===== src/rtl/dstrm_pkg.sv =====
`default_nettype none
package dstrm_pkg;
    localparam int MAX_ELEMENTS = 1024;
    localparam int LEAF_W = $clog2(MAX_ELEMENTS);
    localparam int NODE_W = LEAF_W + 1;
    localparam int SIZE_W = 11;
    localparam int DATA_W = 32;
    localparam logic [DATA_W-1:0] INT_MAX = 32'h7FFF_FFFF;
    localparam logic [NODE_W-1:0] TREE_CLR_LAST = {NODE_W{1'b1}};

    localparam logic CMD_UPDATE = 1'b0;
    localparam logic CMD_QUERY = 1'b1;
    localparam logic CFG_SIZE_FIRST = 1'b0;
    localparam logic CFG_SIZE_SECOND = 1'b1;

    typedef struct packed {
        logic        clr;
        logic        upd_start;
        logic        qry_start;
        logic [1:0]  qry_phase;
    } t_dp_cmd;

    typedef struct packed {
        logic upd_done;
        logic qry_done;
    } t_dp_sts;

    function automatic logic smin_sel(input logic [DATA_W-1:0] a, input logic [DATA_W-1:0] b);
        return $signed(a) <= $signed(b);
    endfunction

    function automatic logic [DATA_W-1:0] smin(input logic [DATA_W-1:0] a,
                                                input logic [DATA_W-1:0] b);
        return smin_sel(a, b) ? a : b;
    endfunction

    function automatic logic [LEAF_W:0] eff_size(input logic [SIZE_W-1:0] sz);
        return (sz > SIZE_W'(MAX_ELEMENTS)) ? (LEAF_W+1)'(MAX_ELEMENTS) : (LEAF_W+1)'(sz);
    endfunction
endpackage
`default_nettype wire


===== src/rtl/dstrm_ctrl.sv =====
`default_nettype none
module dstrm_ctrl
    import dstrm_pkg::*;
(
    input  wire logic    i_clk,
    input  wire logic    i_rst_n,
    input  wire logic    i_in_beat,
    input  wire logic    i_cmd_q,
    input  wire logic    i_out_free,
    input  wire t_dp_sts i_sts,
    output      logic    o_ready,
    output      t_dp_cmd o_cmd,
    output      logic    o_load,
    output      logic    o_result
);
    localparam logic [2:0] C_CLR = 3'd0, C_IDLE = 3'd1, C_UPD = 3'd2, C_Q0 = 3'd3,
                           C_Q1S = 3'd4, C_Q1 = 3'd5, C_OUT = 3'd6;
    logic [2:0]        r_st, n_st;
    logic [NODE_W-1:0] r_cnt;

    always_comb begin
        n_st = r_st;
        o_cmd = '0;
        o_ready = 1'b0;
        o_load = 1'b0;
        o_result = 1'b0;
        unique case (r_st)
            C_CLR: begin
                if (r_cnt == TREE_CLR_LAST) n_st = C_IDLE;
            end
            C_IDLE: begin
                o_ready = 1'b1;
                if (i_in_beat) begin
                    o_load = 1'b1;
                    n_st = (i_cmd_q == CMD_QUERY) ? C_Q0 : C_UPD;
                end
            end
            C_UPD: begin
                o_cmd.upd_start = 1'b1;
                n_st = C_Q1S;
            end
            C_Q0: begin
                o_cmd.qry_start = 1'b1;
                n_st = C_Q1;
            end
            C_Q1S: begin
                if (i_sts.upd_done) n_st = C_IDLE;
            end
            C_Q1: begin
                if (i_sts.qry_done) begin
                    o_cmd.qry_start = 1'b1;
                    o_cmd.qry_phase = 2'd1;
                    n_st = C_OUT;
                end
            end
            C_OUT: begin
                o_cmd.qry_phase = 2'd1;
                if (i_sts.qry_done && i_out_free) begin
                    o_result = 1'b1;
                    n_st = C_IDLE;
                end
            end
            default: n_st = C_IDLE;
        endcase
    end

    always_ff @(posedge i_clk) begin
        if (!i_rst_n) begin
            r_st <= C_CLR;
            r_cnt <= '0;
        end else begin
            r_st <= n_st;
            r_cnt <= r_cnt + 1'b1;
        end
    end
endmodule
`default_nettype wire


===== config.mk =====
export PLATFORM = sky130hd
export DESIGN_NAME = dstrm_ctrl
export DESIGN_NICKNAME = d
export VERILOG_FILES = /design/src/rtl/dstrm_pkg.sv /design/src/rtl/dstrm_ctrl.sv
export SDC_FILE = /design/constraint.sdc
export NUM_CORES = 1
export LEC_CHECK = 0
export ABC_CLOCK_PERIOD_IN_PS = 2400
export BUFFER_PORTS_ARGS = -buffer_cell sky130_fd_sc_hd__buf_4
export CAP_MARGIN = 10
export CELL_PAD_IN_SITES_DETAIL_PLACEMENT = 1
export CELL_PAD_IN_SITES_GLOBAL_PLACEMENT = 2
export CORE_MARGIN = 8
export CORE_UTILIZATION = 33
export CTS_CLUSTER_DIAMETER = 80
export CTS_CLUSTER_SIZE = 20
export DETAILED_ROUTE_END_ITERATION = 7
export PLACE_DENSITY = 0.86
export SKIP_CTS_REPAIR_TIMING = 1
export SYNTH_ARGS = -nofsm -noshare
export SYNTH_HDL_FRONTEND = slang
export SYNTH_SLANG_ARGS = --single-unit

===== constraint.sdc =====
create_clock -name i_clk -period 2.4 [get_ports i_clk]
set_input_delay 0.24 -clock i_clk [delete_from_list [all_inputs] [get_ports i_clk]]
set_output_delay 0.24 -clock i_clk [all_outputs]
set_load 0.01 [all_outputs]

* After elaboration in Yosys (flattened, before gate mapping)
Cells that the tools add are included.
** Operators by class
- Add/sub/neg operators :: 1
- Equal/unequal tests :: 12
- Multiplexer cells :: 16
- Reduce and logical (&&, ||, !) cells :: 3
** Operators with widths (count)
- $pmux W3 S7 :: 1
- $mux W3 :: 6
- $add A11 B1 Y11 const B :: 1
- $eq A11 B11 Y1 const B :: 1
- $ne A2 B2 Y1 const B :: 5
- $eq A3 B3 Y1 const B :: 3
- $mux W1 :: 7
- $eq A3 B2 Y1 const B :: 2
- $reduce_and A5 Y1 :: 1
- $pmux W2 S2 :: 1
- $eq A3 B1 Y1 const B :: 1
- $logic_not A3 Y1 :: 1
- $pmux W1 S2 :: 1
- $logic_and A1 B1 Y1 :: 1
** Word-level totals
- Register bits :: 14
- Input port bits :: 7
- Output and inout port bits :: 8
- Logic and storage cells :: 34

* Depth between registers and ports, before layout
- Depth after elaboration :: 3
- Gate-level depth with buffers :: 5
- Mapped depth without buffers :: 5

* Worst setup path after synthesis
Ideal clock, no wire load.
- Path kind :: register to register
- Start :: register r_cnt[0]
- End :: register r_st[0]
- Setup time :: 116 ps
- Data arrival time :: 1304 ps
- Data required time :: 2284 ps
- Slack :: 980 ps
- Stages on the path, launching flop included :: 6
- Path buffers :: 0
- Clock period less this slack :: 1420 ps
- Cells stage by stage :: dfxtp_1 ha_1 nand3_2 nor3_1 a2111o_1 a41o_1
** On the way
- Word-level cells in the longest chain between the ends :: 3
** RTL lines
- start, declared :: RTL line dstrm_ctrl.sv:19 : logic [NODE_W-1:0] r_cnt;
- start signal, assigned :: RTL line dstrm_ctrl.sv:73 : r_cnt <= r_cnt + 1'b1;
- $eq A11 B11 Y1 :: RTL line dstrm_ctrl.sv:29 : if (r_cnt == TREE_CLR_LAST) n_st = C_IDLE;
- $ne A2 B2 Y1 (no source line)
- $reduce_and A5 Y1 (no source line)
- end signal, assigned :: RTL line dstrm_ctrl.sv:72 : r_st <= n_st;
- end, declared :: RTL line dstrm_ctrl.sv:18 : logic [2:0] r_st, n_st;
No other way between the ends.
A chain may end at the register's enable or synchronous reset.

==> metrics.json <==
{
  "run_status": {"value": "finished, final reports clean"},
  "clock_latency_reported_for_the_late_side_of_the_worst_skew_pair": {"value": 0.28, "unit": "ns"},
  "tritoncts": {"value": "done"},
  "grt_start_max_net_pins": {"value": 16},
  "synth_edf_count": {"value": 0},
  "route.detailed.drc": {"value": 0},
  "ys_seq_area_share": {"value": 37.3, "unit": "%"},
  "yosys_warning_count": {"value": 0},
  "cts.reportedPaths.clkPinSlew": {"value": 0.09, "unit": "ns"},
  "power_switching": {"value": 0.0923, "unit": "mW"},
  "sw_frac_of_total": {"value": 21.3, "unit": "%"},
  "rr_worst_depth": {"value": 5},
  "netlist-cell-type-count": {"value": 30},
  "final_net_count": {"value": 106},
  "die_h": {"value": 63.7, "unit": "um"},
  "synthesis.area": {"value": 751, "unit": "um^2"},
  "final.hold.worst_slack": {"value": 0.278, "unit": "ns"},
  "worstSetupPathType": {"value": "flip-flop to output pin"},
  "power_frac_comb": {"value": 5.2, "unit": "%"},
  "cp.required": {"value": 2.16, "unit": "ns"},
  "dr.pass1.iters": {"value": 4},
  "share_seq_of_total_power": {"value": 55.6, "unit": "%"},
  "vias": {"value": 601},
  "numCtsBuffers": {"value": 3},
  "endpoint_kind": {"value": "output pin"},
  "power_frac_clock": {"value": 39.3, "unit": "%"},
  "min_period_over_period": {"value": 68.2, "unit": "%"},
  "rsz_0062_raised_after_global_routing": {"value": "false"},
  "max_freq": {"value": 611, "unit": "MHz"},
  "holdPathStages": {"value": 2},
  "rows": {"value": 17},
  "synthCells": {"value": 85},
  "worstSetupStartpointType": {"value": "flip-flop"},
  "gp_routability_congestion": {"value": 0.673},
  "synthesis.area_per_instance": {"value": 8.83, "unit": "um^2"},
  "synth-async-reset-ratio": {"value": 0, "unit": "%"},
  "yosys-top-cells-area": {"value": "dfxtp_1 37%, and2_1 10%, xnor2_1 5.8%"},
  "setup_viol": {"value": 0},
  "max_cap_violations": {"value": 0},
  "floorplan.die_area": {"value": 0.00406, "unit": "mm^2"},
  "clock-skew-final": {"value": 0.00379, "unit": "ns"},
  "worstReg2RegEnd": {"value": "r_st[0]"},
  "initial_utilization": {"value": 34.3, "unit": "%"},
  "layout-drive-gt1-share": {"value": 18.6, "unit": "%"},
  "ys_seq_elements": {"value": 14},
  "leading_cell_types_in_the_layout_fill_and_taps_excluded": {"value": "14 x dfxtp_1, 12 x and2_1, 12 x buf_4"},
  "detail_route.vias_per_cell": {"value": 4.81},
  "clock_tree.htree_level_count": {"value": 1},
  "synth-main-ff-cell": {"value": "dfxtp_1"},
  "initialDrtViolationCount": {"value": 14},
  "yosys.area.top_type_share": {"value": 37.3, "unit": "%"},
  "numClockSinks": {"value": 14},
  "hold-path-endpoint": {"value": "r_cnt[1]"},
  "floorplan.io_pins": {"value": 15},
  "most_frequent_standard_cell_in_the_layout_excluding_fill_and_tap_cells": {"value": "dfxtp_1"},
  "yosys.area.top_type": {"value": "dfxtp_1"},
  "hold_class": {"value": "input port to flip-flop"},
  "fin_setup_tns": {"value": 0, "unit": "ns"},
  "power.leakage": {"value": 0.373, "unit": "nW"},
  "via_count_of_the_first_global_routing_pass": {"value": 641},
  "antenna_found_initial": {"value": 0},
  "core_region_area": {"value": 0.00219, "unit": "mm^2"},
  "min_from": {"value": "i_rst_n"},
  "irDropWorstVdd": {"value": 0.282, "unit": "mV"},
  "flow.area_growth_from_synthesis": {"value": 17.5, "unit": "%"},
  "critical_path_arrival": {"value": 1.40, "unit": "ns"},
  "antenna_cells_inserted": {"value": 0},
  "worstPathMaxFanout": {"value": 10},
  "reg2reg_from": {"value": "r_cnt[0]"},
  "timing.final.crit_period": {"value": 1.64, "unit": "ns"},
  "final_hold_viol_count": {"value": 0},
  "detail-route-antenna-nets": {"value": 0},
  "cell_internal_pwr": {"value": 0.341, "unit": "mW"},
  "buffer_ports.inserted": {"value": 12},
  "cellPowerDensity": {"value": 491, "unit": "mW/mm^2"},
  "detail_route.wirelength": {"value": 1660, "unit": "um"},
  "slew_violations": {"value": 0},
  "grt_remaining_overflow": {"value": 0},
  "clk_root_buffer_cell": {"value": "clkbuf_4"},
  "clock_tree.buffer_depth": {"value": 2},
  "detailed_place_hpwl": {"value": 1310, "unit": "um"},
  "route.detailed.wl_per_inst": {"value": 13.3, "unit": "um"},
  "grt_first_pass_wirelength": {"value": 2750, "unit": "um"},
  "die_w": {"value": 63.7, "unit": "um"},
  "grt.total_usage": {"value": 8.28, "unit": "%"},
  "reg2reg_slack": {"value": 0.88, "unit": "ns"}
}
[cell type report]
cell class                 instances  area, um^2
fill                             270        1310
tap                               28        35.0
multi-input combinational         67         440
sequential                        14         280
clock buffer                       4        36.3
timing repair buffer              12        90.1
[cell usage after synthesis (all sizes together), types with 2 or more instances]
cell	n
xor2	3
nor2	5
a21boi	3
nand2	7
nand2b	2
nor2b	2
nor3	2
o21ai	2
xnor2	5
clkbuf	2
nand4	4
and2	12
dfxtp	14
buf	3
mux2i	3
nand3	4
a21oi	2
[worst max path at each step]
stage	start	endpoint	cells after the start
after floorplan	r_cnt[0]	r_st[0]	5
after global placement	r_cnt[0]	r_st[0]	5
after detailed placement	r_cnt[0]	r_st[0]	5
after CTS	r_st[1]	o_cmd[0]	3
after global routing	r_st[1]	o_cmd[0]	4
final	r_st[1]	o_cmd[0]	3
[worst max-delay path: stages (launching register included)]
cell and delay (ns):
dfxtp_1 0.51, or2b_1 0.29, a21boi_0 0.17, buf_4 0.15
[cell families after synthesis]
group	count (synthesis)	synth area share, %
xor+xnor	8	9.33
buf+inv	5	4.50
other cells	1	0.500
simple gates	44	34.2
mux	3	4.00
flops	14	37.3
compound gates	9	8.50
fa+ha+maj	1	1.67
[flip-flops by register name, summed over array words and instances, names as in the netlist]
register	cells
r_cnt	11
r_st	3
[power by group through the flow]
stage          logic [mW]  clock network [mW]  registers, mW
4_1_cts            0.0228               0.176          0.241
6_report           0.0223               0.170          0.241
3_5_place_dp       0.0226                   0          0.246
3_3_place_gp       0.0218                   0          0.245
2_1_floorplan      0.0132                   0          0.245
5_1_grt            0.0254               0.186          0.241
[metrics by stage]
| stage | total power, mW | utilization [%] | cells | setup slack, ns | cell area (um^2) |
|---|---|---|---|---|---|
| 6_report | 0.433 | 40.3 | 125 | 0.764 | 882 |
| 3_3_place_gp | 0.267 | 38.6 | 121 | 0.950 | 846 |
| 2_1_floorplan | 0.258 | - | 86 | 0.980 | 754 |
| 4_1_cts | 0.439 | 40.3 | 125 | 0.737 | 882 |
| 5_1_grt | 0.453 | 40.3 | 125 | 0.613 | 882 |
| 3_5_place_dp | 0.269 | 38.6 | 121 | 0.879 | 846 |
[routing by layer]
layer / vias up / part of all wire [%] / GRT usage [%]
met5: - / 0 / 0
met3: 2 / 1.9 / 2.83
met1: 286 / 47 / 9.49
met4: 0 / 0.60 / 3.34
met2: 5 / 51 / 13.7
li1: 308 / - / -
Power figures use the tool's default switching activity.
